## config.mk

```make
export PLATFORM = sky130hd
export DESIGN_NAME = lcd_window_pixel_writer_flat
export DESIGN_NICKNAME = d
export VERILOG_FILES = /design/src/hw/rtl/lwpw_pkg.sv /design/src/hw/rtl/lwpw_if.sv /design/src/hw/rtl/lwpw_front.sv /design/src/hw/rtl/lwpw_queue.sv /design/src/hw/rtl/lwpw_back.sv /design/src/hw/rtl/lcd_window_pixel_writer.sv /design/src/flat_wrapper.sv
export SDC_FILE = /design/constraint.sdc
export NUM_CORES = 1
export LEC_CHECK = 0
export ABC_AREA = 1
export ABC_CLOCK_PERIOD_IN_PS = 14900
export BUFFER_PORTS_ARGS = -buffer_cell sky130_fd_sc_hd__buf_2
export CAP_MARGIN = 20
export CORE_MARGIN = 3
export CORE_UTILIZATION = 55
export DETAILED_ROUTE_END_ITERATION = 10
export PLACE_DENSITY = 0.72
export SYNTH_ARGS = -nofsm -noshare
export SYNTH_HDL_FRONTEND = slang
export SYNTH_HIERARCHICAL = 1
export SYNTH_SLANG_ARGS = --single-unit
```

## constraint.sdc

```tcl
create_clock -name clk -period 14.9 [get_ports clk]
set_clock_uncertainty 0.05 [all_clocks]
set_input_delay 2.235 -clock clk [delete_from_list [all_inputs] [get_ports clk]]
set_output_delay 2.235 -clock clk [all_outputs]
set_load 0.05 [all_outputs]
```

## src/hw/rtl/lwpw_pkg.sv

```systemverilog
// Shared types and constants for the LCD window pixel writer.
// Holds field widths, mode and item-kind codes, controller command bytes
// and the queue entry layout. No dependencies.
package lwpw_pkg;

    // Field widths
    localparam int WORD_W  = 16;
    localparam int COORD_W = 9;     // screen sizes up to 511
    localparam int COUNT_W = 18;    // up to 511 x 511 pixels

    // Default geometry and queue size
    localparam int DEF_SCREEN_WIDTH  = 240;
    localparam int DEF_SCREEN_HEIGHT = 320;
    localparam int DEF_QUEUE_DEPTH   = 4;

    // Drawing modes
    localparam logic [1:0] MODE_FILL  = 2'd0;
    localparam logic [1:0] MODE_IMAGE = 2'd1;
    localparam logic [1:0] MODE_GLYPH = 2'd2;

    // Item kinds as classified by the front end
    localparam logic [1:0] KIND_START = 2'd0;
    localparam logic [1:0] KIND_DROP  = 2'd1;
    localparam logic [1:0] KIND_DATA  = 2'd2;

    // Display controller command bytes
    localparam logic [7:0] CMD_COLUMN_SET   = 8'h2A;
    localparam logic [7:0] CMD_ROW_SET      = 8'h2B;
    localparam logic [7:0] CMD_MEMORY_WRITE = 8'h2C;

    // One classified item as it sits in the queue
    typedef struct packed {
        logic [1:0]         kind;
        logic [1:0]         mode;
        logic [COORD_W-1:0] x_first;
        logic [COORD_W-1:0] x_last;
        logic [COORD_W-1:0] y_first;
        logic [COORD_W-1:0] y_last;
        logic [COORD_W-1:0] row_width;
        logic [COUNT_W-1:0] pixel_count;
        logic [WORD_W-1:0]  fore_color;
        logic [WORD_W-1:0]  back_color;
        logic [WORD_W-1:0]  data_value;
    } q_entry_t;

endpackage

```

## src/hw/rtl/lwpw_if.sv

```systemverilog
// Stream interfaces of the LCD window pixel writer: the command/data
// input channel and the display word output channel.
// Depends on lwpw_pkg for field widths.
interface lwpw_cmd_if;
    logic                        valid;
    logic                        ready;
    logic                        func;
    logic [1:0]                  mode;
    logic [lwpw_pkg::WORD_W-1:0] x_first;
    logic [lwpw_pkg::WORD_W-1:0] y_first;
    logic [lwpw_pkg::WORD_W-1:0] x_last;
    logic [lwpw_pkg::WORD_W-1:0] y_last;
    logic [lwpw_pkg::WORD_W-1:0] fore_color;
    logic [lwpw_pkg::WORD_W-1:0] back_color;
    logic [lwpw_pkg::WORD_W-1:0] data_value;

    modport source (
        output valid, func, mode, x_first, y_first, x_last, y_last,
               fore_color, back_color, data_value,
        input  ready
    );
    modport sink (
        input  valid, func, mode, x_first, y_first, x_last, y_last,
               fore_color, back_color, data_value,
        output ready
    );
endinterface

interface lwpw_lcd_if;
    logic                        valid;
    logic                        ready;
    logic [lwpw_pkg::WORD_W-1:0] word;
    logic                        is_data;
    logic                        is_wide;
    logic                        last;

    modport source (
        output valid, word, is_data, is_wide, last,
        input  ready
    );
    modport sink (
        input  valid, word, is_data, is_wide, last,
        output ready
    );
endinterface

```

## src/hw/rtl/lwpw_front.sv

```systemverilog
// Front end: checks each incoming item and turns it into a queue entry
// (valid start, dropped start or data) with the window size worked out.
// Depends on lwpw_pkg and lwpw_if.
module lwpw_front #(
    parameter int SCREEN_WIDTH  = lwpw_pkg::DEF_SCREEN_WIDTH,
    parameter int SCREEN_HEIGHT = lwpw_pkg::DEF_SCREEN_HEIGHT
) (
    lwpw_cmd_if.sink           cmd,
    input  logic               q_ready,
    output logic               q_push,
    output lwpw_pkg::q_entry_t q_entry
);
    import lwpw_pkg::*;

    logic               bad_window;
    logic [COORD_W-1:0] win_w;
    logic [COORD_W-1:0] win_h;

    // Window check: off screen, reversed or unknown mode
    always_comb
    begin
        bad_window = (cmd.x_first >= WORD_W'(SCREEN_WIDTH))
                  || (cmd.x_last  >= WORD_W'(SCREEN_WIDTH))
                  || (cmd.y_first >= WORD_W'(SCREEN_HEIGHT))
                  || (cmd.y_last  >= WORD_W'(SCREEN_HEIGHT))
                  || (cmd.x_first > cmd.x_last)
                  || (cmd.y_first > cmd.y_last)
                  || (cmd.mode > MODE_GLYPH);
    end

    // Window size; only meaningful for a good window
    assign win_w = cmd.x_last[COORD_W-1:0] - cmd.x_first[COORD_W-1:0] + COORD_W'(1);
    assign win_h = cmd.y_last[COORD_W-1:0] - cmd.y_first[COORD_W-1:0] + COORD_W'(1);

    // Build the queue entry
    always_comb
    begin
        if (cmd.func)
        begin
            q_entry.kind = KIND_DATA;
        end
        else if (bad_window)
        begin
            q_entry.kind = KIND_DROP;
        end
        else
        begin
            q_entry.kind = KIND_START;
        end
        q_entry.mode        = cmd.mode;
        q_entry.x_first     = cmd.x_first[COORD_W-1:0];
        q_entry.x_last      = cmd.x_last[COORD_W-1:0];
        q_entry.y_first     = cmd.y_first[COORD_W-1:0];
        q_entry.y_last      = cmd.y_last[COORD_W-1:0];
        q_entry.row_width   = win_w;
        q_entry.pixel_count = COUNT_W'(win_w) * COUNT_W'(win_h);
        q_entry.fore_color  = cmd.fore_color;
        q_entry.back_color  = cmd.back_color;
        q_entry.data_value  = cmd.data_value;
    end

    assign q_push    = cmd.valid;
    assign cmd.ready = q_ready;

endmodule

```

## src/hw/rtl/lwpw_queue.sv

```systemverilog
// Short queue between front and back end: classified entries in arrival
// order, first word visible at the head. Depends on lwpw_pkg.
module lwpw_queue #(
    parameter int DEPTH = lwpw_pkg::DEF_QUEUE_DEPTH
) (
    input  logic               clk,
    input  logic               rst_n,
    input  logic               push,
    input  lwpw_pkg::q_entry_t push_entry,
    output logic               push_ready,
    input  logic               pop,
    output logic               pop_valid,
    output lwpw_pkg::q_entry_t pop_entry
);
    import lwpw_pkg::*;

    localparam int ADDR_W = (DEPTH > 1) ? $clog2(DEPTH) : 1;
    localparam int CNT_W  = $clog2(DEPTH + 1);

    q_entry_t          mem_reg [DEPTH];
    logic [ADDR_W-1:0] wr_ptr_reg, wr_ptr_next;
    logic [ADDR_W-1:0] rd_ptr_reg, rd_ptr_next;
    logic [CNT_W-1:0]  count_reg, count_next;
    logic              do_push;
    logic              do_pop;

    assign push_ready = (count_reg != CNT_W'(DEPTH));
    assign pop_valid  = (count_reg != '0);
    assign do_push    = push && push_ready;
    assign do_pop     = pop && pop_valid;
    assign pop_entry  = mem_reg[rd_ptr_reg];

    // Pointer and fill count update
    always_comb
    begin
        wr_ptr_next = wr_ptr_reg;
        rd_ptr_next = rd_ptr_reg;
        count_next  = count_reg;
        if (do_push)
        begin
            wr_ptr_next = (wr_ptr_reg == ADDR_W'(DEPTH - 1)) ? '0 : wr_ptr_reg + ADDR_W'(1);
        end
        if (do_pop)
        begin
            rd_ptr_next = (rd_ptr_reg == ADDR_W'(DEPTH - 1)) ? '0 : rd_ptr_reg + ADDR_W'(1);
        end
        if (do_push && !do_pop)
        begin
            count_next = count_reg + CNT_W'(1);
        end
        else if (do_pop && !do_push)
        begin
            count_next = count_reg - CNT_W'(1);
        end
    end

    always_ff @(posedge clk or negedge rst_n)
    begin
        if (!rst_n)
        begin
            wr_ptr_reg <= '0;
            rd_ptr_reg <= '0;
            count_reg  <= '0;
        end
        else
        begin
            wr_ptr_reg <= wr_ptr_next;
            rd_ptr_reg <= rd_ptr_next;
            count_reg  <= count_next;
        end
    end

    // Entry storage
    always_ff @(posedge clk)
    begin
        if (do_push)
        begin
            mem_reg[wr_ptr_reg] <= push_entry;
        end
    end

    // Checks
    a_count_bound: assert property (@(posedge clk) disable iff (!rst_n)
        count_reg <= CNT_W'(DEPTH))
        else $error("queue fill count beyond depth");

    a_count_step: assert property (@(posedge clk) disable iff (!rst_n)
        (do_push && !do_pop) |=> (count_reg == $past(count_reg) + CNT_W'(1)))
        else $error("queue fill count did not follow a push");

endmodule

```

## src/hw/rtl/lwpw_back.sv

```systemverilog
// Back end: sequences the window header bytes and the pixel words from
// queue entries, tracks the window state, and drives the output register.
// Depends on lwpw_pkg and lwpw_if.
module lwpw_back (
    input  logic               clk,
    input  logic               rst_n,
    input  logic               q_valid,
    input  lwpw_pkg::q_entry_t q_entry,
    output logic               q_pop,
    lwpw_lcd_if.source         lcd
);
    import lwpw_pkg::*;

    // Header byte positions
    localparam logic [3:0] HDR_COL_CMD = 4'd0;
    localparam logic [3:0] HDR_XF_HI   = 4'd1;
    localparam logic [3:0] HDR_XF_LO   = 4'd2;
    localparam logic [3:0] HDR_XL_HI   = 4'd3;
    localparam logic [3:0] HDR_XL_LO   = 4'd4;
    localparam logic [3:0] HDR_ROW_CMD = 4'd5;
    localparam logic [3:0] HDR_YF_HI   = 4'd6;
    localparam logic [3:0] HDR_YF_LO   = 4'd7;
    localparam logic [3:0] HDR_YL_HI   = 4'd8;
    localparam logic [3:0] HDR_YL_LO   = 4'd9;
    localparam logic [3:0] HDR_MEM_CMD = 4'd10;

    // Window state (control)
    logic               active_reg, active_next;
    logic               hdr_busy_reg, hdr_busy_next;
    logic               glyph_busy_reg, glyph_busy_next;
    logic               out_valid_reg, out_valid_next;
    // Window state (payload)
    logic [1:0]         mode_reg, mode_next;
    logic [COUNT_W-1:0] pixels_left_reg, pixels_left_next;
    logic [COORD_W-1:0] row_width_reg, row_width_next;
    logic [COORD_W-1:0] column_pos_reg, column_pos_next;
    logic [WORD_W-1:0]  fore_reg, fore_next;
    logic [WORD_W-1:0]  back_reg, back_next;
    logic [COORD_W-1:0] x_first_reg, x_first_next;
    logic [COORD_W-1:0] x_last_reg, x_last_next;
    logic [COORD_W-1:0] y_first_reg, y_first_next;
    logic [COORD_W-1:0] y_last_reg, y_last_next;
    logic [3:0]         hdr_idx_reg, hdr_idx_next;
    logic [7:0]         glyph_bits_reg, glyph_bits_next;
    logic [2:0]         glyph_idx_reg, glyph_idx_next;
    logic [WORD_W-1:0]  out_word_reg, out_word_next;
    logic               out_data_reg, out_data_next;
    logic               out_wide_reg, out_wide_next;
    logic               out_last_reg, out_last_next;

    logic               can_emit;
    logic               emit;
    logic [WORD_W-1:0]  emit_word;
    logic               emit_data;
    logic               pix_fire;
    logic [WORD_W-1:0]  pix_color;
    logic [COUNT_W-1:0] pl_dec;
    logic               fin;
    logic [COORD_W-1:0] col_inc;
    logic [COORD_W-1:0] col_adv;
    logic [WORD_W-1:0]  xf_w, xl_w, yf_w, yl_w;

    assign can_emit = !out_valid_reg || lcd.ready;

    // Pixel bookkeeping from the current state
    assign pl_dec  = pixels_left_reg - COUNT_W'(1);
    assign fin     = (pl_dec == '0);
    assign col_inc = column_pos_reg + COORD_W'(1);
    assign col_adv = (col_inc >= row_width_reg) ? '0 : col_inc;

    assign xf_w = WORD_W'(x_first_reg);
    assign xl_w = WORD_W'(x_last_reg);
    assign yf_w = WORD_W'(y_first_reg);
    assign yl_w = WORD_W'(y_last_reg);

    // Sequencer
    always_comb
    begin
        active_next      = active_reg;
        hdr_busy_next    = hdr_busy_reg;
        glyph_busy_next  = glyph_busy_reg;
        mode_next        = mode_reg;
        pixels_left_next = pixels_left_reg;
        row_width_next   = row_width_reg;
        column_pos_next  = column_pos_reg;
        fore_next        = fore_reg;
        back_next        = back_reg;
        x_first_next     = x_first_reg;
        x_last_next      = x_last_reg;
        y_first_next     = y_first_reg;
        y_last_next      = y_last_reg;
        hdr_idx_next     = hdr_idx_reg;
        glyph_bits_next  = glyph_bits_reg;
        glyph_idx_next   = glyph_idx_reg;
        q_pop            = 1'b0;
        emit             = 1'b0;
        emit_word        = '0;
        emit_data        = 1'b0;
        pix_fire         = 1'b0;
        pix_color        = fore_reg;

        if (can_emit)
        begin
            if (hdr_busy_reg)
            begin
                // Remaining header bytes
                emit      = 1'b1;
                emit_data = 1'b1;
                case (hdr_idx_reg)
                    HDR_XF_HI:
                    begin
                        emit_word = WORD_W'(xf_w[15:8]);
                    end
                    HDR_XF_LO:
                    begin
                        emit_word = WORD_W'(xf_w[7:0]);
                    end
                    HDR_XL_HI:
                    begin
                        emit_word = WORD_W'(xl_w[15:8]);
                    end
                    HDR_XL_LO:
                    begin
                        emit_word = WORD_W'(xl_w[7:0]);
                    end
                    HDR_ROW_CMD:
                    begin
                        emit_word = WORD_W'(CMD_ROW_SET);
                        emit_data = 1'b0;
                    end
                    HDR_YF_HI:
                    begin
                        emit_word = WORD_W'(yf_w[15:8]);
                    end
                    HDR_YF_LO:
                    begin
                        emit_word = WORD_W'(yf_w[7:0]);
                    end
                    HDR_YL_HI:
                    begin
                        emit_word = WORD_W'(yl_w[15:8]);
                    end
                    HDR_YL_LO:
                    begin
                        emit_word = WORD_W'(yl_w[7:0]);
                    end
                    HDR_MEM_CMD:
                    begin
                        emit_word = WORD_W'(CMD_MEMORY_WRITE);
                        emit_data = 1'b0;
                    end
                    default:
                    begin
                        emit_word = WORD_W'(CMD_COLUMN_SET);
                        emit_data = 1'b0;
                    end
                endcase
                hdr_idx_next = hdr_idx_reg + 4'd1;
                if (hdr_idx_reg == HDR_MEM_CMD)
                begin
                    hdr_busy_next = 1'b0;
                end
            end
            else if (glyph_busy_reg)
            begin
                // Further bits of the current glyph byte
                pix_fire        = 1'b1;
                pix_color       = glyph_bits_reg[7] ? fore_reg : back_reg;
                glyph_bits_next = {glyph_bits_reg[6:0], 1'b0};
                glyph_idx_next  = glyph_idx_reg + 3'd1;
                if (fin || (col_adv == '0) || (glyph_idx_reg == 3'd7))
                begin
                    glyph_busy_next = 1'b0;
                end
            end
            else if (q_valid)
            begin
                q_pop = 1'b1;
                case (q_entry.kind)
                    KIND_START:
                    begin
                        active_next      = 1'b1;
                        mode_next        = q_entry.mode;
                        pixels_left_next = q_entry.pixel_count;
                        row_width_next   = q_entry.row_width;
                        column_pos_next  = '0;
                        fore_next        = q_entry.fore_color;
                        back_next        = q_entry.back_color;
                        x_first_next     = q_entry.x_first;
                        x_last_next      = q_entry.x_last;
                        y_first_next     = q_entry.y_first;
                        y_last_next      = q_entry.y_last;
                        emit             = 1'b1;
                        emit_word        = WORD_W'(CMD_COLUMN_SET);
                        hdr_busy_next    = 1'b1;
                        hdr_idx_next     = HDR_XF_HI;
                    end
                    KIND_DROP:
                    begin
                        active_next = 1'b0;
                    end
                    KIND_DATA:
                    begin
                        if (active_reg)
                        begin
                            pix_fire = 1'b1;
                            case (mode_reg)
                                MODE_FILL:
                                begin
                                    pix_color = fore_reg;
                                end
                                MODE_IMAGE:
                                begin
                                    pix_color = q_entry.data_value;
                                end
                                default:
                                begin
                                    pix_color = q_entry.data_value[7] ? fore_reg : back_reg;
                                    glyph_bits_next = {q_entry.data_value[6:0], 1'b0};
                                    glyph_idx_next  = 3'd1;
                                    if (!fin && (col_adv != '0))
                                    begin
                                        glyph_busy_next = 1'b1;
                                    end
                                end
                            endcase
                        end
                    end
                    default:
                    begin
                        active_next = active_reg;
                    end
                endcase
            end
        end

        // One pixel out: count down, step the column, close on the last one
        if (pix_fire)
        begin
            emit             = 1'b1;
            emit_word        = pix_color;
            emit_data        = 1'b1;
            pixels_left_next = pl_dec;
            column_pos_next  = col_adv;
            if (fin)
            begin
                active_next = 1'b0;
            end
        end
    end

    // Output register
    always_comb
    begin
        out_valid_next = out_valid_reg;
        out_word_next  = out_word_reg;
        out_data_next  = out_data_reg;
        out_wide_next  = out_wide_reg;
        out_last_next  = out_last_reg;
        if (emit)
        begin
            out_valid_next = 1'b1;
            out_word_next  = emit_word;
            out_data_next  = emit_data;
            out_wide_next  = pix_fire;
            out_last_next  = pix_fire && fin;
        end
        else if (lcd.ready)
        begin
            out_valid_next = 1'b0;
        end
    end

    always_ff @(posedge clk or negedge rst_n)
    begin
        if (!rst_n)
        begin
            active_reg     <= 1'b0;
            hdr_busy_reg   <= 1'b0;
            glyph_busy_reg <= 1'b0;
            out_valid_reg  <= 1'b0;
        end
        else
        begin
            active_reg     <= active_next;
            hdr_busy_reg   <= hdr_busy_next;
            glyph_busy_reg <= glyph_busy_next;
            out_valid_reg  <= out_valid_next;
        end
    end

    always_ff @(posedge clk)
    begin
        mode_reg        <= mode_next;
        pixels_left_reg <= pixels_left_next;
        row_width_reg   <= row_width_next;
        column_pos_reg  <= column_pos_next;
        fore_reg        <= fore_next;
        back_reg        <= back_next;
        x_first_reg     <= x_first_next;
        x_last_reg      <= x_last_next;
        y_first_reg     <= y_first_next;
        y_last_reg      <= y_last_next;
        hdr_idx_reg     <= hdr_idx_next;
        glyph_bits_reg  <= glyph_bits_next;
        glyph_idx_reg   <= glyph_idx_next;
        out_word_reg    <= out_word_next;
        out_data_reg    <= out_data_next;
        out_wide_reg    <= out_wide_next;
        out_last_reg    <= out_last_next;
    end

    assign lcd.valid   = out_valid_reg;
    assign lcd.word    = out_word_reg;
    assign lcd.is_data = out_data_reg;
    assign lcd.is_wide = out_wide_reg;
    assign lcd.last    = out_last_reg;

    // Checks
    a_hdr_active: assert property (@(posedge clk) disable iff (!rst_n)
        hdr_busy_reg |-> active_reg)
        else $error("header in progress without an open window");

    a_busy_excl: assert property (@(posedge clk) disable iff (!rst_n)
        !(hdr_busy_reg && glyph_busy_reg))
        else $error("header and glyph expansion both busy");

    a_glyph_mode: assert property (@(posedge clk) disable iff (!rst_n)
        glyph_busy_reg |-> (active_reg && (mode_reg == MODE_GLYPH)))
        else $error("glyph expansion outside a glyph window");

    a_last_pixel: assert property (@(posedge clk) disable iff (!rst_n)
        (out_valid_reg && out_last_reg) |-> (out_wide_reg && out_data_reg && !active_reg))
        else $error("last marker on a non-pixel word or with window still open");

endmodule

```

## src/hw/rtl/lcd_window_pixel_writer.sv

```systemverilog
// Window pixel writer for an SPI display controller, RGB565 words out.
// Path: an accepted item is written into the queue, then the back end puts
// its first word in the output register. Throughput: the back-end sequencer
// gives one word per cycle while lcd is ready; words: start 11, glyph byte 1 to 8, data 1.
// Reset: queue empty, no window open, output register empty; no clear pass.
module lcd_window_pixel_writer #(
    parameter int SCREEN_WIDTH  = lwpw_pkg::DEF_SCREEN_WIDTH,
    parameter int SCREEN_HEIGHT = lwpw_pkg::DEF_SCREEN_HEIGHT,
    parameter int QUEUE_DEPTH   = lwpw_pkg::DEF_QUEUE_DEPTH
) (
    input  logic       clk,
    input  logic       rst_n,
    lwpw_cmd_if.sink   cmd,
    lwpw_lcd_if.source lcd
);
    import lwpw_pkg::*;

    logic     push;
    logic     push_ready;
    q_entry_t push_entry;
    logic     pop;
    logic     pop_valid;
    q_entry_t pop_entry;

    // Classify incoming items
    lwpw_front #(
        .SCREEN_WIDTH  (SCREEN_WIDTH),
        .SCREEN_HEIGHT (SCREEN_HEIGHT)
    ) u_front (
        .cmd     (cmd),
        .q_ready (push_ready),
        .q_push  (push),
        .q_entry (push_entry)
    );

    // Decoupling queue
    lwpw_queue #(
        .DEPTH (QUEUE_DEPTH)
    ) u_queue (
        .clk        (clk),
        .rst_n      (rst_n),
        .push       (push),
        .push_entry (push_entry),
        .push_ready (push_ready),
        .pop        (pop),
        .pop_valid  (pop_valid),
        .pop_entry  (pop_entry)
    );

    // Word sequencer and output register
    lwpw_back u_back (
        .clk     (clk),
        .rst_n   (rst_n),
        .q_valid (pop_valid),
        .q_entry (pop_entry),
        .q_pop   (pop),
        .lcd     (lcd)
    );

endmodule

```

## src/flat_wrapper.sv

```systemverilog
// flat-port wrapper written by rule: the top's interface ports become plain ports
module lcd_window_pixel_writer_flat import lwpw_pkg::*;
#(
    parameter int SCREEN_WIDTH  = lwpw_pkg::DEF_SCREEN_WIDTH,
    parameter int SCREEN_HEIGHT = lwpw_pkg::DEF_SCREEN_HEIGHT,
    parameter int QUEUE_DEPTH   = lwpw_pkg::DEF_QUEUE_DEPTH
)
  (clk, rst_n, cmd_valid, cmd_func, cmd_mode, cmd_x_first, cmd_y_first, cmd_x_last, cmd_y_last, cmd_fore_color, cmd_back_color, cmd_data_value, cmd_ready, lcd_valid, lcd_word, lcd_is_data, lcd_is_wide, lcd_last, lcd_ready);
  lwpw_cmd_if cmd_i ();
  lwpw_lcd_if lcd_i ();
  input  logic clk;
  input  logic rst_n;
  input wire logic [$bits(cmd_i.valid)-1:0] cmd_valid;
  input wire logic [$bits(cmd_i.func)-1:0] cmd_func;
  input wire logic [$bits(cmd_i.mode)-1:0] cmd_mode;
  input wire logic [$bits(cmd_i.x_first)-1:0] cmd_x_first;
  input wire logic [$bits(cmd_i.y_first)-1:0] cmd_y_first;
  input wire logic [$bits(cmd_i.x_last)-1:0] cmd_x_last;
  input wire logic [$bits(cmd_i.y_last)-1:0] cmd_y_last;
  input wire logic [$bits(cmd_i.fore_color)-1:0] cmd_fore_color;
  input wire logic [$bits(cmd_i.back_color)-1:0] cmd_back_color;
  input wire logic [$bits(cmd_i.data_value)-1:0] cmd_data_value;
  output wire logic [$bits(cmd_i.ready)-1:0] cmd_ready;
  output wire logic [$bits(lcd_i.valid)-1:0] lcd_valid;
  output wire logic [$bits(lcd_i.word)-1:0] lcd_word;
  output wire logic [$bits(lcd_i.is_data)-1:0] lcd_is_data;
  output wire logic [$bits(lcd_i.is_wide)-1:0] lcd_is_wide;
  output wire logic [$bits(lcd_i.last)-1:0] lcd_last;
  input wire logic [$bits(lcd_i.ready)-1:0] lcd_ready;
  assign cmd_i.valid = cmd_valid;
  assign cmd_i.func = cmd_func;
  assign cmd_i.mode = cmd_mode;
  assign cmd_i.x_first = cmd_x_first;
  assign cmd_i.y_first = cmd_y_first;
  assign cmd_i.x_last = cmd_x_last;
  assign cmd_i.y_last = cmd_y_last;
  assign cmd_i.fore_color = cmd_fore_color;
  assign cmd_i.back_color = cmd_back_color;
  assign cmd_i.data_value = cmd_data_value;
  assign cmd_ready = cmd_i.ready;
  assign lcd_valid = lcd_i.valid;
  assign lcd_word = lcd_i.word;
  assign lcd_is_data = lcd_i.is_data;
  assign lcd_is_wide = lcd_i.is_wide;
  assign lcd_last = lcd_i.last;
  assign lcd_i.ready = lcd_ready;
  lcd_window_pixel_writer #(.SCREEN_WIDTH(SCREEN_WIDTH), .SCREEN_HEIGHT(SCREEN_HEIGHT), .QUEUE_DEPTH(QUEUE_DEPTH)) u_core (.clk(clk), .rst_n(rst_n), .cmd(cmd_i), .lcd(lcd_i));
endmodule
```

==> metrics.md <==
| Metric | Value |
|---|---|
| Post-synth EDFFs | 599 |
| Yosys cell types | 52 |
| Met1 WL | 28.56 mm |
| Main synth FF type | edfxtp_1 |
| Worst VDD drop | 0.2318 mV |
| Total power draw | 8.032 mW |
| Vias in the first global route | 19,891 |
| Drt first pass iters | 5 |
| CTS Buf Count | 61 |
| CP peak stage delay | 690 ps |
| Die span in x | 243.4 um |
| Area leader, netlist | edfxtp_1 |
| Cells along the critical path | buf_2 -> inv_1 -> ha_1 -> inv_1 -> ha_1 -> fa_1 -> xor2_1 -> inv_1 -> nor2_1 -> fa_1 -> fa_1 -> fa_1 -> inv_1 -> fa_1 -> inv_1 -> ha_1 -> nand2_1 -> o21ai_0 -> nand2_1 -> nand3_1 -> xor2_1 |
| Rows | 86 |
| Setup-failing EPs final | 0 |
| Hold crit path type | reg -> reg |
| Initial DRC count | 1,636 |
| Leakage | 14.08 nW |
| Clock Path Buffers | 3 |
| Avg Cell Area, Syn | 10.78 um^2 |
| Yosys top cell area share | 58.03% |
| Syn Inst Count | 2,874 |
| Buffers on Ports | 139 |
| Synth Cell Area | 31,000 um^2 |
| Area growth, synth to finish | 8.505% |
| Critical Path End Type | register |
| Fill cell total of the finished layout | 4,374 |
| Most frequent cells in the layout | 630 x nand2_1, 599 x edfxtp_1, 513 x inv_1, 231 x o211ai_1, 139 x buf_2 |
| First-pass GRT wire length | 107.3 mm |
| GRT Resource Usage Total | 23.12% |
| Met2 Wirelength | 32.45 mm |
| Via/cell ratio | 5.410 |
| Slew margin rel. | 31.98% |
| TNS Setup | 0 ps |
| Gr ovfl total | 0 |
| Final period util | 50.67% |
| Hold_buf cts | 0 |
| Post-synthesis sequential area ratio | 58.92% |
| CTS root buf | clkbuf_16 |
| CP required | 15,280 ps |
| Core outline area | 55,420 um^2 |
| Max Fclk | 0.1325 GHz |
| H-tree depth | 2 |
| #FFs+latches synth | 610 |
| Largest net degree at the start of global routing | 110 |
| Starting Density | 55.93% |
| Hold Vio Cnt, Final | 0 |
| Max Used Layer | met5 |
| MaxCap Viol Count | 0 |
| Asr flop ratio synth | 1.803% |
| Vias | 20,054 |
| Synthesized net count | 3,170 |
| Largest cells by area after synthesis | edfxtp_1 58%, nand2_1 7.6%, inv_1 6.2% |
| DRC viols | 0 |
| Worst Path Max Fanout | 10 |
| Worst-Skew Late Latency | 630 ps |
| Pwr/cell area | 238.8 nW/um^2 |
| Min Tclk post-route | 7550 ps |
| RSZ-0062 raised after global routing | no |
| Commonest non-fill, non-tap cell in the layout | nand2_1 |
| Buf/Inv on CP | 6 |
| Critical path arrival | 7930 ps |
| HPWL after DPL | 45.51 mm |
| Pins over their slew limit | 0 |
| Run status | finished, final reports clean |
| Antenna-violating nets left | 0 |
| Largest register FFs | 460 |
| Sink Count | 610 |
| Largest delay contributor family on the critical path | adder cells |
| Setup Fix Bufs, Post-CTS | 0 |
| Total Wirelength | 68.00 mm |
| TritonCTS clock tree | done |
| Critical path class | in -> reg |
| DIE HEIGHT | 243.4 um |
| I/O pin count | 140 |
| Layout cells sized above 1 | 10.57% |
| Post-CTS sizing | 0 |
| Startpoint types | input port |
| CP max-delay cell | xor2_1 |
| DR WL/cell | 18.34 um |
| Initial antenna violation count | 6 |
| Clock-pin slew on the worst setup and hold paths | 60 ps |
| Fin nets | 3,202 |
| Layout Utilization | 60.69% |
| Worst slew pin tran | 1020 ps |
| RePlAce Congestion | 0.9012 |
| Met3 WL | 4.574 mm |
| Warnings from Yosys | 6 |
| Total die area | 59,240 um^2 |
==> power by group <==
group / internal, mW / switching [mW] / leakage, nW / total, mW
Sequential: 2.82 / 0.196 / 5.63 / 3.01
Clock: 0.856 / 0.632 / 0.942 / 1.49
Combinational: 1.10 / 2.43 / 7.51 / 3.53
Total: 4.77 / 3.26 / 14.1 / 8.03
==> through the flow <==
stage | setup slack (ps) | instance area, um^2 | std cells | hold slack (ps)
after floorplan | 7001 | 31000 | 2874 | 412.8
after global placement | 6861 | 31660 | 3590 | 430.6
after detailed placement | 6719 | 31660 | 3590 | 441.1
after CTS | 7370 | 33600 | 3699 | 454.6
after global routing | 6993 | 33620 | 3702 | 522.2
final | 7350 | 33630 | 3707 | 458.6
==> path summary, 6_finish.rpt <==
check / start / slack (ps) / depth (start not counted) / end
setup / recovery: cmd_x_last[1] / 7350 / 21 / u_core/u_queue/mem_reg[3][63]$_DFFE_PP_
min in group asynchronous: rst_n / 1430 / 1 / u_core/u_back/hdr_busy_reg$_DFFE_PN0N_
hold / removal: u_core/u_queue/count_reg[2]$_DFFE_PN0P_ / 460 / 2 / u_core/u_queue/count_reg[2]$_DFFE_PN0P_
hold reg to reg: u_core/u_queue/count_reg[2]$_DFFE_PN0P_ / 460 / 2 / u_core/u_queue/count_reg[2]$_DFFE_PN0P_
max in group asynchronous: rst_n / 13100 / 1 / u_core/u_queue/rd_ptr_reg[1]$_DFFE_PN0P_
setup reg to reg: u_core/u_queue/rd_ptr_reg[0]$_DFFE_PN0P_ / 10780 / 9 / u_core/u_back/glyph_bits_reg[6]$_DFFE_PP_
==> final cells by class <==
type / instances / area [um^2] / area share (%)
clock inverter: 33 / 352.8 / 1.049
sequential: 610 / 18270 / 54.32
clock buffer: 76 / 1583 / 4.706
multi-input combinational: 1544 / 9624 / 28.62
inverter: 530 / 1996 / 5.934
timing repair buffer: 159 / 853.3 / 2.537
antenna: 7 / 17.52 / 0.05208
tap: 748 / 935.9 / 2.783
==> per-layer routing <==
metal / GRT usage [%] / vias up
met5: 0 / -
met4: 8.506 / 6
met3: 4.017 / 143
met2: 38.39 / 617
met1: 30.78 / 9658
li1: - / 9630
==> cell usage after synthesis, drive strengths merged, types with 6 or more instances <==
cell type  count
dfrtp         11
o21ai         61
nor2         143
nand3         75
nor3           9
fa            55
inv          529
ha           122
o22ai         16
o21a           6
xnor2         14
a21oi         67
buf          153
xor2          19
o211ai       231
nand3b        11
clkbuf        37
edfxtp       599
a31oi         17
nand4         22
nor4           7
nand2        647
==> cell families after synthesis <==
family	Yosys count	share of synthesized area [%]
buffers and inverters	720	10.14
AOI/OAI and AO/OA	416	9.038
xor gates and xnor gates	33	1.054
and+or+nand+nor	918	12.37
adders and majority gates	177	8.477
DFF	610	58.92
==> worst register-to-register path, cell delays in order, from the launching register on <==
cell and delay [ps]:
dfrtp_4 720, buf_4 840, nand2_1 150, o211ai_1 120
nand2_1 100, inv_1 120, nand4_4 280, a21oi_2 260
inv_2 340, nor2_1 770
Note: power is estimated with default switching activity, not from simulation.
